File: config.mk
export PLATFORM = sky130hd
export DESIGN_NAME = battery_time_to_empty_unit
export DESIGN_NICKNAME = d
export VERILOG_FILES = /design/src/design/bte_pkg.sv /design/src/design/battery_time_to_empty_unit.sv /design/src/design/bte_front.sv /design/src/design/bte_fifo.sv /design/src/design/bte_back.sv
export SDC_FILE = /design/constraint.sdc
export NUM_CORES = 1
export LEC_CHECK = 0
export ABC_CLOCK_PERIOD_IN_PS = 10400
export BUFFER_PORTS_ARGS = -buffer_cell sky130_fd_sc_hd__buf_4
export CAP_MARGIN = 0
export CORE_UTILIZATION = 37
export DETAILED_ROUTE_END_ITERATION = 12
export HOLD_SLACK_MARGIN = 0.08
export MAX_ROUTING_LAYER = met4
export SETUP_SLACK_MARGIN = 0.4
export SYNTH_ARGS = -nofsm -noshare
export SYNTH_HDL_FRONTEND = slang
export SYNTH_SLANG_ARGS = --single-unit
File: constraint.sdc
create_clock -name clk_i -period 10.4 [get_ports clk_i]
set_input_delay 2.08 -clock clk_i [delete_from_list [all_inputs] [get_ports clk_i]]
set_output_delay 2.08 -clock clk_i [all_outputs]
set_load 0.02 [all_outputs]
File: src/design/bte_pkg.sv
// Shared constants and types for the battery time-to-empty estimator.
`default_nettype none
package bte_pkg;

  // Window of stored power samples.
  localparam int WINDOW_DEPTH = 10;
  localparam int SAMPLE_W     = 16;
  localparam int ENERGY_W     = 20;
  localparam int MEAN_W       = 16;
  localparam int MIN_W        = 26;
  localparam int MINUTES_PER_HOUR = 60;

  // Derived widths for the window bookkeeping.
  localparam int CNT_W   = $clog2(WINDOW_DEPTH + 1);
  localparam int SLOT_W  = (WINDOW_DEPTH > 1) ? $clog2(WINDOW_DEPTH) : 1;
  localparam int TOTAL_W = SAMPLE_W + CNT_W;

  // Shared serial divider widths.
  localparam int DIV_W  = (TOTAL_W > MIN_W) ? TOTAL_W : MIN_W;
  localparam int DSR_W  = (MEAN_W > CNT_W) ? MEAN_W : CNT_W;
  localparam int STEP_W = $clog2(DIV_W);

  // Queue between the front and the back.
  localparam int FIFO_DEPTH = 2;
  localparam int FPTR_W     = $clog2(FIFO_DEPTH);
  localparam int FCNT_W     = $clog2(FIFO_DEPTH + 1);

  // One job handed from the front to the back.
  typedef struct packed {
    logic [TOTAL_W-1:0] total;
    logic [CNT_W-1:0]   count;
    logic [MIN_W-1:0]   energy60;
  } bte_job_t;

endpackage
`default_nettype wire

File: src/design/battery_time_to_empty_unit.sv
// Top level of the battery time-to-empty estimator.
// Each word goes through the shared one-bit-per-cycle divider: 26 steps for the mean
// and, when the mean is nonzero, 26 for the minutes; the back takes a job once idle.
// A two-entry queue lets the front accept words while the back divides or holds a result.
// Reset (asynchronous, active low) empties the window and the queue and idles the back.
`default_nettype none
module battery_time_to_empty_unit (
  input  wire logic                         clk_i,
  input  wire logic                         rst_ni,
  input  wire logic                         in_valid_i,
  output logic                              in_ready_o,
  input  wire logic [bte_pkg::SAMPLE_W-1:0] power_sample_i,
  input  wire logic [bte_pkg::ENERGY_W-1:0] energy_left_i,
  output logic                              out_valid_o,
  input  wire logic                         out_ready_i,
  output logic [bte_pkg::MEAN_W-1:0]        average_power_o,
  output logic [bte_pkg::MIN_W-1:0]         minutes_remaining_o
);

  logic              push;
  logic              full;
  logic              pop;
  logic              job_valid;
  bte_pkg::bte_job_t job_in;
  bte_pkg::bte_job_t job_out;

  bte_front u_front (
    .clk_i          (clk_i),
    .rst_ni         (rst_ni),
    .in_valid_i     (in_valid_i),
    .in_ready_o     (in_ready_o),
    .power_sample_i (power_sample_i),
    .energy_left_i  (energy_left_i),
    .push_o         (push),
    .job_o          (job_in),
    .full_i         (full)
  );

  bte_fifo u_fifo (
    .clk_i   (clk_i),
    .rst_ni  (rst_ni),
    .push_i  (push),
    .wdata_i (job_in),
    .full_o  (full),
    .pop_i   (pop),
    .valid_o (job_valid),
    .rdata_o (job_out)
  );

  bte_back u_back (
    .clk_i               (clk_i),
    .rst_ni              (rst_ni),
    .job_valid_i         (job_valid),
    .job_i               (job_out),
    .pop_o               (pop),
    .out_valid_o         (out_valid_o),
    .out_ready_i         (out_ready_i),
    .average_power_o     (average_power_o),
    .minutes_remaining_o (minutes_remaining_o)
  );

endmodule
`default_nettype wire

File: src/design/bte_front.sv
// Front end: accepts sample words and updates the sliding window and its running total.
`default_nettype none
module bte_front (
  input  wire logic                            clk_i,
  input  wire logic                            rst_ni,
  input  wire logic                            in_valid_i,
  output logic                                 in_ready_o,
  input  wire logic [bte_pkg::SAMPLE_W-1:0]    power_sample_i,
  input  wire logic [bte_pkg::ENERGY_W-1:0]    energy_left_i,
  output logic                                 push_o,
  output bte_pkg::bte_job_t                    job_o,
  input  wire logic                            full_i
);

  logic [bte_pkg::SAMPLE_W-1:0] window_q [bte_pkg::WINDOW_DEPTH];
  logic [bte_pkg::SLOT_W-1:0]   slot_q, slot_d;
  logic [bte_pkg::CNT_W-1:0]    count_q, count_d;
  logic [bte_pkg::TOTAL_W-1:0]  total_q, total_d;
  logic                         win_full;
  logic [bte_pkg::TOTAL_W-1:0]  oldest;
  logic [bte_pkg::MIN_W-1:0]    energy_ext;

  assign in_ready_o = !full_i;
  assign push_o     = in_valid_i && in_ready_o;

  // Window bookkeeping for the incoming word.
  always_comb begin
    win_full = (count_q == bte_pkg::CNT_W'(bte_pkg::WINDOW_DEPTH));
    oldest   = win_full ? bte_pkg::TOTAL_W'(window_q[slot_q]) : '0;
    total_d  = total_q - oldest + bte_pkg::TOTAL_W'(power_sample_i);
    count_d  = win_full ? count_q : count_q + 1'b1;
    if (slot_q == bte_pkg::SLOT_W'(bte_pkg::WINDOW_DEPTH - 1)) begin
      slot_d = '0;
    end else begin
      slot_d = slot_q + 1'b1;
    end
  end

  // Energy times sixty as a shift-and-subtract.
  assign energy_ext = bte_pkg::MIN_W'(energy_left_i);
  always_comb begin
    job_o.total    = total_d;
    job_o.count    = count_d;
    job_o.energy60 = (energy_ext << 6) - (energy_ext << 2);
  end

  // Control state of the window.
  always_ff @(posedge clk_i or negedge rst_ni) begin
    if (!rst_ni) begin
      slot_q  <= '0;
      count_q <= '0;
      total_q <= '0;
    end else if (push_o) begin
      slot_q  <= slot_d;
      count_q <= count_d;
      total_q <= total_d;
    end
  end

  // Sample storage needs no reset.
  always_ff @(posedge clk_i) begin
    if (push_o) begin
      window_q[slot_q] <= power_sample_i;
    end
  end

`ifndef ASSERT_OFF
  a_count_range: assert property (@(posedge clk_i) disable iff (!rst_ni)
    count_q <= bte_pkg::CNT_W'(bte_pkg::WINDOW_DEPTH))
    else $error("held count above window depth");
  a_slot_range: assert property (@(posedge clk_i) disable iff (!rst_ni)
    slot_q < bte_pkg::SLOT_W'(bte_pkg::WINDOW_DEPTH) || bte_pkg::WINDOW_DEPTH == 1)
    else $error("write slot out of range");
`endif

endmodule
`default_nettype wire

File: src/design/bte_fifo.sv
// Short job queue between the front end and the divider back end.
`default_nettype none
module bte_fifo (
  input  wire logic              clk_i,
  input  wire logic              rst_ni,
  input  wire logic              push_i,
  input  wire bte_pkg::bte_job_t wdata_i,
  output logic                   full_o,
  input  wire logic              pop_i,
  output logic                   valid_o,
  output bte_pkg::bte_job_t      rdata_o
);

  bte_pkg::bte_job_t             mem_q [bte_pkg::FIFO_DEPTH];
  logic [bte_pkg::FPTR_W-1:0]    wptr_q, rptr_q;
  logic [bte_pkg::FCNT_W-1:0]    cnt_q;

  assign full_o  = (cnt_q == bte_pkg::FCNT_W'(bte_pkg::FIFO_DEPTH));
  assign valid_o = (cnt_q != '0);
  assign rdata_o = mem_q[rptr_q];

  // Pointers and fill count.
  always_ff @(posedge clk_i or negedge rst_ni) begin
    if (!rst_ni) begin
      wptr_q <= '0;
      rptr_q <= '0;
      cnt_q  <= '0;
    end else begin
      if (push_i) begin
        wptr_q <= wptr_q + 1'b1;
      end
      if (pop_i) begin
        rptr_q <= rptr_q + 1'b1;
      end
      if (push_i && !pop_i) begin
        cnt_q <= cnt_q + 1'b1;
      end else if (pop_i && !push_i) begin
        cnt_q <= cnt_q - 1'b1;
      end
    end
  end

  // Entry storage.
  always_ff @(posedge clk_i) begin
    if (push_i) begin
      mem_q[wptr_q] <= wdata_i;
    end
  end

`ifndef ASSERT_OFF
  a_no_overflow: assert property (@(posedge clk_i) disable iff (!rst_ni)
    full_o |-> !push_i || pop_i)
    else $error("queue written while full");
  a_no_underflow: assert property (@(posedge clk_i) disable iff (!rst_ni)
    pop_i |-> valid_o)
    else $error("queue read while empty");
`endif

endmodule
`default_nettype wire

File: src/design/bte_back.sv
// Back end: shared restoring divider for the mean and the minutes, plus the result register.
`default_nettype none
module bte_back (
  input  wire logic                         clk_i,
  input  wire logic                         rst_ni,
  input  wire logic                         job_valid_i,
  input  wire bte_pkg::bte_job_t            job_i,
  output logic                              pop_o,
  output logic                              out_valid_o,
  input  wire logic                         out_ready_i,
  output logic [bte_pkg::MEAN_W-1:0]        average_power_o,
  output logic [bte_pkg::MIN_W-1:0]         minutes_remaining_o
);

  localparam logic [1:0] S_IDLE = 2'd0;
  localparam logic [1:0] S_MEAN = 2'd1;
  localparam logic [1:0] S_MIN  = 2'd2;
  localparam logic [1:0] S_OUT  = 2'd3;

  logic [1:0]                   state_q, state_d;
  logic [bte_pkg::STEP_W-1:0]   step_q, step_d;
  logic [bte_pkg::DIV_W-1:0]    quo_q, quo_d;
  logic [bte_pkg::DSR_W-1:0]    rem_q, rem_d;
  logic [bte_pkg::DSR_W-1:0]    dsr_q, dsr_d;
  logic [bte_pkg::MIN_W-1:0]    energy_q, energy_d;
  logic [bte_pkg::MEAN_W-1:0]   mean_q, mean_d;
  logic [bte_pkg::MIN_W-1:0]    minutes_q, minutes_d;

  logic [bte_pkg::DSR_W:0]      rem_sh, rem_sub;
  logic                         ge;
  logic [bte_pkg::DIV_W-1:0]    quo_nx;
  logic                         last_step;

  // One quotient bit per cycle.
  always_comb begin
    rem_sh    = {rem_q, quo_q[bte_pkg::DIV_W-1]};
    rem_sub   = rem_sh - {1'b0, dsr_q};
    ge        = (rem_sh >= {1'b0, dsr_q});
    quo_nx    = {quo_q[bte_pkg::DIV_W-2:0], ge};
    last_step = (step_q == bte_pkg::STEP_W'(bte_pkg::DIV_W - 1));
  end

  // Sequencer for the two divisions.
  always_comb begin
    state_d   = state_q;
    step_d    = step_q;
    quo_d     = quo_q;
    rem_d     = rem_q;
    dsr_d     = dsr_q;
    energy_d  = energy_q;
    mean_d    = mean_q;
    minutes_d = minutes_q;
    pop_o     = 1'b0;
    unique case (state_q)
      S_IDLE: begin
        if (job_valid_i) begin
          pop_o    = 1'b1;
          quo_d    = bte_pkg::DIV_W'(job_i.total);
          rem_d    = '0;
          dsr_d    = bte_pkg::DSR_W'(job_i.count);
          energy_d = job_i.energy60;
          step_d   = '0;
          state_d  = S_MEAN;
        end
      end
      S_MEAN: begin
        quo_d  = quo_nx;
        rem_d  = ge ? rem_sub[bte_pkg::DSR_W-1:0] : rem_sh[bte_pkg::DSR_W-1:0];
        step_d = step_q + 1'b1;
        if (last_step) begin
          mean_d = quo_nx[bte_pkg::MEAN_W-1:0];
          if (quo_nx[bte_pkg::MEAN_W-1:0] == '0) begin
            // A zero mean gives zero minutes without a second division.
            minutes_d = '0;
            state_d   = S_OUT;
          end else begin
            quo_d   = bte_pkg::DIV_W'(energy_q);
            rem_d   = '0;
            dsr_d   = bte_pkg::DSR_W'(quo_nx[bte_pkg::MEAN_W-1:0]);
            step_d  = '0;
            state_d = S_MIN;
          end
        end
      end
      S_MIN: begin
        quo_d  = quo_nx;
        rem_d  = ge ? rem_sub[bte_pkg::DSR_W-1:0] : rem_sh[bte_pkg::DSR_W-1:0];
        step_d = step_q + 1'b1;
        if (last_step) begin
          minutes_d = quo_nx[bte_pkg::MIN_W-1:0];
          state_d   = S_OUT;
        end
      end
      S_OUT: begin
        if (out_ready_i) begin
          state_d = S_IDLE;
        end
      end
      default: begin
        state_d = S_IDLE;
      end
    endcase
  end

  // Control state.
  always_ff @(posedge clk_i or negedge rst_ni) begin
    if (!rst_ni) begin
      state_q <= S_IDLE;
      step_q  <= '0;
    end else begin
      state_q <= state_d;
      step_q  <= step_d;
    end
  end

  // Datapath registers.
  always_ff @(posedge clk_i) begin
    quo_q     <= quo_d;
    rem_q     <= rem_d;
    dsr_q     <= dsr_d;
    energy_q  <= energy_d;
    mean_q    <= mean_d;
    minutes_q <= minutes_d;
  end

  assign out_valid_o         = (state_q == S_OUT);
  assign average_power_o     = mean_q;
  assign minutes_remaining_o = minutes_q;

`ifndef ASSERT_OFF
  a_nonzero_count: assert property (@(posedge clk_i) disable iff (!rst_ni)
    (state_q == S_IDLE && job_valid_i) |-> job_i.count != '0)
    else $error("job with empty window");
  a_min_divisor: assert property (@(posedge clk_i) disable iff (!rst_ni)
    (state_q == S_MIN) |-> dsr_q != '0)
    else $error("minutes division by zero mean");
`endif

endmodule
`default_nettype wire

* Yosys cells after proc, flatten, opt, wreduce, memory -nomap -nowiden
Memory sizes are Yosys's and may differ from the RTL's. Cells that the tools add are included.
Cells by class: add/sub/neg operators 11, $lt $le $gt $ge 1, equality and inequality tests 13, multiplexer cells 36, reduce and logical (&&, ||, !) cells 19
Operator list (number):
- 2-to-1 mux 26 bit | 6
- 2-to-1 mux 16 bit | 8
- one-hot mux 26 bit (3 select lines) | 1
- one-hot mux 26 bit (2 select lines) | 1
- one-hot mux 16 bit (3 select lines) | 1
- one-hot mux 16 bit (2 select lines) | 1
- subtractor 26 x 22 -> 26 bit | 1
- adder 20 x 16 -> 20 bit | 1
- subtractor 20 bit | 1
- >= comparator 17 x 16 -> 1 bit | 1
- logical NOT 16 bit | 1
- subtractor 16 bit | 1
- 2-to-1 mux 5 bit | 3
- one-hot mux 5 bit (3 select lines) | 1
- 2-to-1 mux 2 bit | 6
- AND reduction 4 bit | 3
- adder 4 x 1 -> 4 bit, second input constant | 2
- equality test 4 bit, second input constant | 2
- 2-to-1 mux 4 bit | 2
- inequality test 2 x 1 -> 1 bit, second input constant | 4
- one-hot mux 2 bit (4 select lines) | 1
- nonzero test 2 bit | 4
- equality test 2 bit, second input constant | 3
- AND reduction 2 bit | 3
- other kinds (12) | 22
Word-level totals: bits in registers 165, memory bits (writable) 260, input port bits 40, output and inout port bits 44, logic and storage cells 96, memories 2
Memory list:
- u_front.window_q | depth 10, width 16, read ports 1, clocked after Yosys merged registers in 0, wr ports 1, line bte_front.sv:15 | logic [bte_pkg::SAMPLE_W-1:0] window_q [bte_pkg::WINDOW_DEPTH];
- u_fifo.mem_q | depth 2, width 50, read ports 1, clocked after Yosys merged registers in 0, wr ports 1, line bte_fifo.sv:14 | bte_pkg::bte_job_t mem_q [bte_pkg::FIFO_DEPTH];

* Depth between registers and ports, before layout
Gate-level depths: netlist of the first run.
depth in word-level cells 7, depth in mapped cells 17

* Cells and area by module
From an unflattened synthesis of the first run, not the netlist that was laid out.
Second synthesis, totals: cells, all modules 1463, area total of the unflattened synthesis 20606.0 um^2
By module, submodules not included:
- bte_front | times used 1, cells each 806, area each 10216.0 um^2, seq. area each 5505.3 um^2
- bte_back | times used 1, cells each 485, area each 6339.8 um^2, seq. area each 3958.8 um^2
- bte_fifo | times used 1, cells each 172, area each 4050.1 um^2, seq. area each 3103.0 um^2

* Least setup slack after synthesis of the first run
Ideal clock, no wire load.
kind input -> register, from in in_valid_i, to mem u_fifo.mem_q[0][10] (netlist bit), enable pin, setup time 0.454 ns, data arrival time 4.412 ns, setup slack 5.534 ns, cell stages on the path 3, path buffers 1, path through nand2_1 > clkbuf_1 > nor2_1
On the way: word-level cells in the longest chain between the ends 3
RTL lines:
- from (decl) | line battery_time_to_empty_unit.sv:10 | input wire logic in_valid_i,
- logical AND 1 bit | line bte_front.sv:24 | assign push_o = in_valid_i && in_ready_o;
- 2-to-1 mux 1 bit | line bte_fifo.sv:45 | if (push_i) begin
- 2-to-1 mux 1 bit (implied by the code) | line bte_fifo.sv:46 | mem_q[wptr_q] <= wdata_i;
- to (decl) | line bte_fifo.sv:14
Every way passes these cells.

==> results.md, run 1 <==
- CTS Hold Bufs: 0
- Asr flop ratio synth: 9.31%
- Drt initial violations: 805
- Die height: 231 µm
- Total negative slack: 0 ps
- First-pass GRT wire length: 63.9 mm
- Initial antenna violation count: 0
- Max_cap viols: 0
- VDD IR max: 0.000158 V
- Crit path max fanout: 30
- Total Wirelength: 40.6 mm
- Clock buffer depth: 3
- Layout Skew: 33.6 ps
- Layout cells sized above 1: 16.9%
- Req. time, crit path: 10,700 ps
- DR pass1 iterations: 5
- DR vias/cell: 5.08
- Post-layout min period: 5510 ps
- Tcrit/Tclk final: 53.0%
- DR WL/cell: 18.3 µm
- Setup-failing EPs final: 0
- Main synth FF type: edfxtp_1
- Finished Layout Cells: 2,214
- IO Port Bufs: 83
- GPL Wtd Cong: 0.874
- Hold crit path type: flip-flop to flip-flop
- Final core utilization: 43.3%
- Post-DP Area: 20,900 µm²
- Core Area: 51,600 µm²
- Post-Syn Area: 19,400 µm²
- Yosys warning count: 0
- Die area: 53,400 µm²
- Leakage: 8.18 nW
- Fill cells: 4,605
- Worst-path clk slew: 60 ps
- Cell row count: 83
- Worst endpoint data arrival time: 5810 ps
- Layout Nets: 1,620
- Root Buffer: clkbuf_16
- Clock tree sinks: 419
- Initial core utilization: 37.6%
- Pwr Density: 245 nW/µm²
- Status: finished, final reports clean
- CTS tree: yes
- Mapped Cells: 1,395
- Post-synth EDFFs: 380
- Final ANT Viol Nets: 0
- Synth unique cells: 64
- I/O pin count: 84
- #FFs+latches synth: 419
- Mapped Nets: 1,515
- Register area share after synthesis: 63.8%
- Pwr Total: 0.00547 W
- Gr ovfl total: 0
- Chip Width: 231 µm
- H-Tree Depth: 2
- Slew headroom: 26.2%
- Worst-Margin Slew: 1110 ps
- Postcts setup bufs: 0
- Final Slew Violations: 0
- Synth-to-layout area growth: 15.1%
- Placed Instances: 2,132
- Hold Fails Final Rpt: 0
- Vias: 11,200
- CP Class: flip-flop to flip-flop
- Compound-gate portion of the synthesized area: 8.89%
- Crit path launch type: flip-flop
- Largest family of logic cells by synthesized area: compound AO/OA/AOI/OAI gates
- # diodes: 0
- Drt drc: 0
- TritonCTS buffer count: 46
- Design area: 22,400 µm²
- GRT Resource Usage Total: 15.9%
- Mean Syn Cell Area: 13.9 µm²
- Crit path capture type: flip-flop
- Simple-Gate Fraction of Synth Area: 7.75%
- Clk_lat worst skew: 580 ps
- Post-Synth Adder-Cell Area: 5.81%
- XOR/XNOR Fraction of Synth Area: 2.62%
- Cts repair resizes: 0
- RSZ-0062 raised after global routing: no
- Dpl hpwl: 26.7 mm
- Proportion of synthesized area in mux cells: 7.56%
- Vias in the first global route: 11,200
- Max Fclk: 181 MHz
- Largest net degree at the start of global routing: 50
## final timing paths
path	startpoint	endpoint	slack [ps]	cells after the start
worst max-delay path	u_front.slot_q[0]	u_fifo.mem_q[0][49]	4890	16
worst min-delay path	u_front.total_q[19]	u_front.total_q[19]	500	1
worst min register to register	u_front.total_q[19]	u_front.total_q[19]	500	1
max in group asynchronous	rst_ni	u_fifo.rptr_q	8440	1
worst max register to register	u_front.slot_q[0]	u_fifo.mem_q[0][49]	4890	16
min in group asynchronous	rst_ni	u_front.total_q[10]	1480	1
## synthesized netlist by cell type (24+ instances only)
cell | instances | area [µm²]
a211oi_1 | 47 | 353
a21o_1 | 24 | 180
a21oi_1 | 60 | 300
and2_1 | 36 | 225
clkbuf_1 | 38 | 143
dfrtp_1 | 39 | 976
edfxtp_1 | 380 | 11400
ha_1 | 63 | 788
inv_1 | 128 | 480
mux2_2 | 29 | 327
mux2i_1 | 42 | 420
mux4_2 | 32 | 721
nand2_1 | 92 | 345
nor2_1 | 45 | 169
nor2b_1 | 29 | 181
o21ai_0 | 57 | 285
xnor2_1 | 41 | 359
## routing by layer
layer | share of wire (%) | global-route usage [%]
met1 | 47 | 21.4
met2 | 47 | 24.9
met3 | 4.2 | 2.76
met4 | 1.8 | 4.06
met5 | 0 | -
## cell usage in the layout (no fill, tap or decap), types with 42 or more instances in the layout
cell and count:
edfxtp_1 380, inv_1 128, buf_4 107, nand2_1 92, ha_1 63, a21oi_1 60, o21ai_0 57, a211oi_1 47
clkbuf_16 47, mux2i_1 42
## final cells by class
cell class	count	area, µm²	share of cell area (%)
flip-flops and latches	419	12400	55.4
repair buffers	107	803	3.59
multi-input cells	797	6400	28.6
inverters	129	484	2.17
clock inverters	24	196	0.879
well taps	680	851	3.81
clock buffers	58	1230	5.49
## through the flow
| step | hold WS (ps) | setup WS [ps] |
|---|---|---|
| 3_3_place_gp | 478 | 4810 |
| 3_5_place_dp | 483 | 4810 |
| 4_1_cts | 496 | 4830 |
| 6_report | 501 | 4890 |
| 5_1_grt | 534 | 4510 |
| 2_1_floorplan | 461 | 5530 |
## power breakdown
part | internal [W] | switching (W)
Combinational | 0.000630 | 0.000947
Sequential | 0.00224 | 0.000117
Clock | 0.000888 | 0.000648
## flip-flops by register name, indices dropped and copies added, names as in the netlist
| register | flops |
|---|---|
| u_fifo.rptr_q | 1 |
| u_front.window_q | 160 |
| u_back.energy_q | 24 |
| u_back.rem_q | 16 |
| u_back.step_q | 5 |
| u_front.slot_q | 4 |
| u_back.average_power_o | 16 |
| u_front.total_q | 20 |
| u_front.count_q | 4 |
| u_back.state_q | 2 |
| u_back.dsr_q | 16 |
| u_fifo.cnt_q | 2 |
| u_fifo.mem_q | 96 |
| u_back.minutes_remaining_o | 26 |
| u_fifo.wptr_q | 1 |
| u_back.quo_q | 26 |
## worst max-delay path: stages (launching register included)
cell and delay, ps:
dfrtp_2 1030, buf_4 580, mux4_2 570, nor2b_1 140, a211oi_1 290, a211oi_1 100
fa_1 510, inv_1 40, ha_1 370, nand4_1 110, a21oi_1 130, a21oi_1 140
a211oi_1 390, nor3_1 130, or3_1 370, and2_1 160, xnor2_1 130
## cell families after synthesis
| logic type | after synthesis |
|---|---|
| adders and majority gates | 80 |
| buffers and inverters | 179 |
| AOI/OAI and AO/OA | 258 |
| and+or+nand+nor | 298 |
| muxes | 103 |
| DFF | 419 |
| xor gates and xnor gates | 58 |
Note: power is estimated with default switching activity, not from simulation.
==> run 2: changes to the inputs <==
--- a/config.mk
+++ b/config.mk
@@ -5,7 +5,7 @@
 export SDC_FILE = /design/constraint.sdc
 export NUM_CORES = 1
 export LEC_CHECK = 0
-export ABC_CLOCK_PERIOD_IN_PS = 10400
+export ABC_CLOCK_PERIOD_IN_PS = 4850
 export BUFFER_PORTS_ARGS = -buffer_cell sky130_fd_sc_hd__buf_4
 export CAP_MARGIN = 0
 export CORE_UTILIZATION = 37
==> constraint.sdc (replaced) <==
create_clock -name clk_i -period 4.85 [get_ports clk_i]
set_input_delay 0.97 -clock clk_i [delete_from_list [all_inputs] [get_ports clk_i]]
set_output_delay 0.97 -clock clk_i [all_outputs]
set_load 0.02 [all_outputs]
==> run 2 against run 1 <==
Worst hold slack worse by 99 ps. Sequential share of layout area fell by 0.30 points. Critical path type unchanged. Sequential cell count did not move. Power is 110% higher. Largest cell class unchanged.
==> results.md, run 2 (synthesized netlist as in run 1, its figures left out) <==
- DR pass1 iterations: 7
- Most frequent cells in the layout: edfxtp_1 (380), inv_1 (128), buf_4 (114)
- Crit path launch type: flip-flop
- Slew headroom: 26.7%
- Final ANT Viol Nets: 0
- H-Tree Depth: 2
- Max Fclk: 234 MHz
- Cell row count: 83
- DR WL/cell: 18.0 µm
- CP max stage cell: fa_1
- Clock tree sinks: 419
- Post-layout min period: 4270 ps
- Sequential cell area: 12,400 µm²
- Layout cells sized above 1: 18.3%
- GRT Resource Usage Total: 15.5%
- DR vias/cell: 5.07
- Die area: 53,400 µm²
- Sw Share: 31.2%
- Hold Fails Final Rpt: 0
- CTS Hold Bufs: 0
- Most common cell after layout, fill and taps aside: edfxtp_1
- CP Class: flip-flop to flip-flop
- Dpl hpwl: 27.4 mm
- Placed Instances: 2,143
- Layout Skew: 32.0 ps
- Flop pwr share: 43.0%
- Total Wirelength: 39.9 mm
- Final core utilization: 43.6%
- VDD IR max: 0.000281 V
- GPL Wtd Cong: 0.829
- IO Port Bufs: 83
- Area of the multi-input gates: 6510 µm²
- Chip Width: 231 µm
- WHS: 402 ps
- RSZ-0062 raised after global routing: no
- Clock buffer depth: 3
- Die height: 231 µm
- Vias in the first global route: 11,400
- Worst-Margin Slew: 1100 ps
- Largest Register: u_front.window_q
- Pwr Density: 522 nW/µm²
- Leakage: 8.18 nW
- Synth-to-layout area growth: 15.8%
- I/O pin count: 84
- Critical-path cell list: buf_12 > buf_12 > mux4_2 > nor2b_1 > a211oi_2 > a211oi_1 > fa_1 > inv_1 > ha_2 > o211ai_1 > a21oi_2 > a21oi_2 > a211oi_2 > nor3_1 > or3_1 > and2_1 > xnor2_1
- Clock Power Share: 25.8%
- TritonCTS buffer count: 44
- Core Area: 51,600 µm²
- Crit path capture type: flip-flop
- Switching Power: 0.00366 W
- Status: finished, final reports clean
- Tcrit/Tclk final: 88.0%
- Worst endpoint data arrival time: 4560 ps
- Gr ovfl total: 0
- Root Buffer: clkbuf_16
- Max_cap viols: 0
- Pint: 0.00807 W
- Req. time, crit path: 5140 ps
- Final Slew Violations: 0
- Drt initial violations: 813
- Vias: 11,300
- Total negative slack: 0 ps
- CTS tree: yes
- Setup-failing EPs final: 0
- Combinational share of power: 31.2%
- Finished Layout Cells: 2,223
- Crit path max fanout: 9
- Max reg flops: 160
- First-pass GRT wire length: 63.0 mm
- Initial antenna violation count: 0
- Slowest cell delay on critical path: 490 ps
- Hold crit path type: input pin to async pin
- Drt drc: 0
- Initial core utilization: 37.6%
- Clk_lat worst skew: 570 ps
- Largest net degree at the start of global routing: 42
- Top flop regs: u_front.window_q: 160 flops, u_fifo.mem_q: 96 flops
- Fill cells: 4,575
- Layout Nets: 1,632
- # diodes: 0
- Worst-path clk slew: 60 ps
-- run 2: cell types whose count changed in the layout (fill, tap and decap cells not counted), moves of 6 or more --
cell / delta
nor2_1: +6
clkbuf_1: +8
a211oi_1: -13
a211oi_2: +12
buf_4: +7
nor2_2: -6
ha_1: -7
-- run 2: per-layer routing --
layer	track usage [%]	vias to the layer above	share of wire [%]
li1	-	5405	-
met1	20.9	5626	47
met2	24.2	197	47
met3	2.84	53	3.9
met4	3.81	0	1.9
met5	-	-	0
-- run 2: area by class of cell --
type,instances,share of cell area [%]
flip-flops and latches,419,55.1
multi-input cells,797,29.0
clock buffers,63,5.26
repair buffers,121,4.31
well taps,680,3.79
inverters,129,2.15
clock inverters,14,0.390
-- run 2: timing repair --
item                                   4_1_cts  5_1_grt
gates resized for setup                     12       28
setup buffers                                2        1
endpoints found under the hold margin        0        0
gates cloned                                 0        0
pin swaps                                    0       11
setup endpoints to repair                   11       14
-- run 2: final timing paths --
| check | startpoint | to | slack [ps] | cells after the start |
|---|---|---|---|---|
| min | rst_ni | u_front.slot_q[2] | 400 | 1 |
| max | u_front.slot_q[0] | u_fifo.mem_q[0][49] | 580 | 17 |
| max reg2reg | u_front.slot_q[0] | u_fifo.mem_q[0][49] | 580 | 17 |
| max in group asynchronous | rst_ni | u_front.slot_q[1] | 4010 | 1 |
| min in group clk_i | u_front.total_q[19] | u_front.total_q[19] | 490 | 1 |
| min reg2reg | u_front.total_q[19] | u_front.total_q[19] | 490 | 1 |
-- run 2: power groups by stage --
stage | combinational [W] | clock, W | sequential [W]
after floorplan | 0.00253 | 0 | 0.00500
after global placement | 0.00336 | 0 | 0.00511
after detailed placement | 0.00343 | 0 | 0.00513
after CTS | 0.00354 | 0.00310 | 0.00504
after global routing | 0.00407 | 0.00323 | 0.00510
final | 0.00366 | 0.00303 | 0.00504
-- run 2: critical path: cells and delay by family, from the launching register on --
| kind | cells | cell delay, ps |
|---|---|---|
| flip-flops | 1 | 370 |
| AND/OR/NAND/NOR | 4 | 760 |
| XOR/XNOR | 1 | 130 |
| AO/OA/AOI/OAI | 6 | 1050 |
| adder cells (fa/ha/maj) | 2 | 870 |
| buffers and inverters | 3 | 330 |
| multiplexers | 1 | 480 |
-- run 2: per-stage QoR --
step	total power (W)	area, µm²	setup slack (ps)
final	0.0117	22500	580
after global routing	0.0124	22500	407
after CTS	0.0117	22300	424
after detailed placement	0.00855	21000	183
after global placement	0.00847	21000	257
after floorplan	0.00753	19400	554
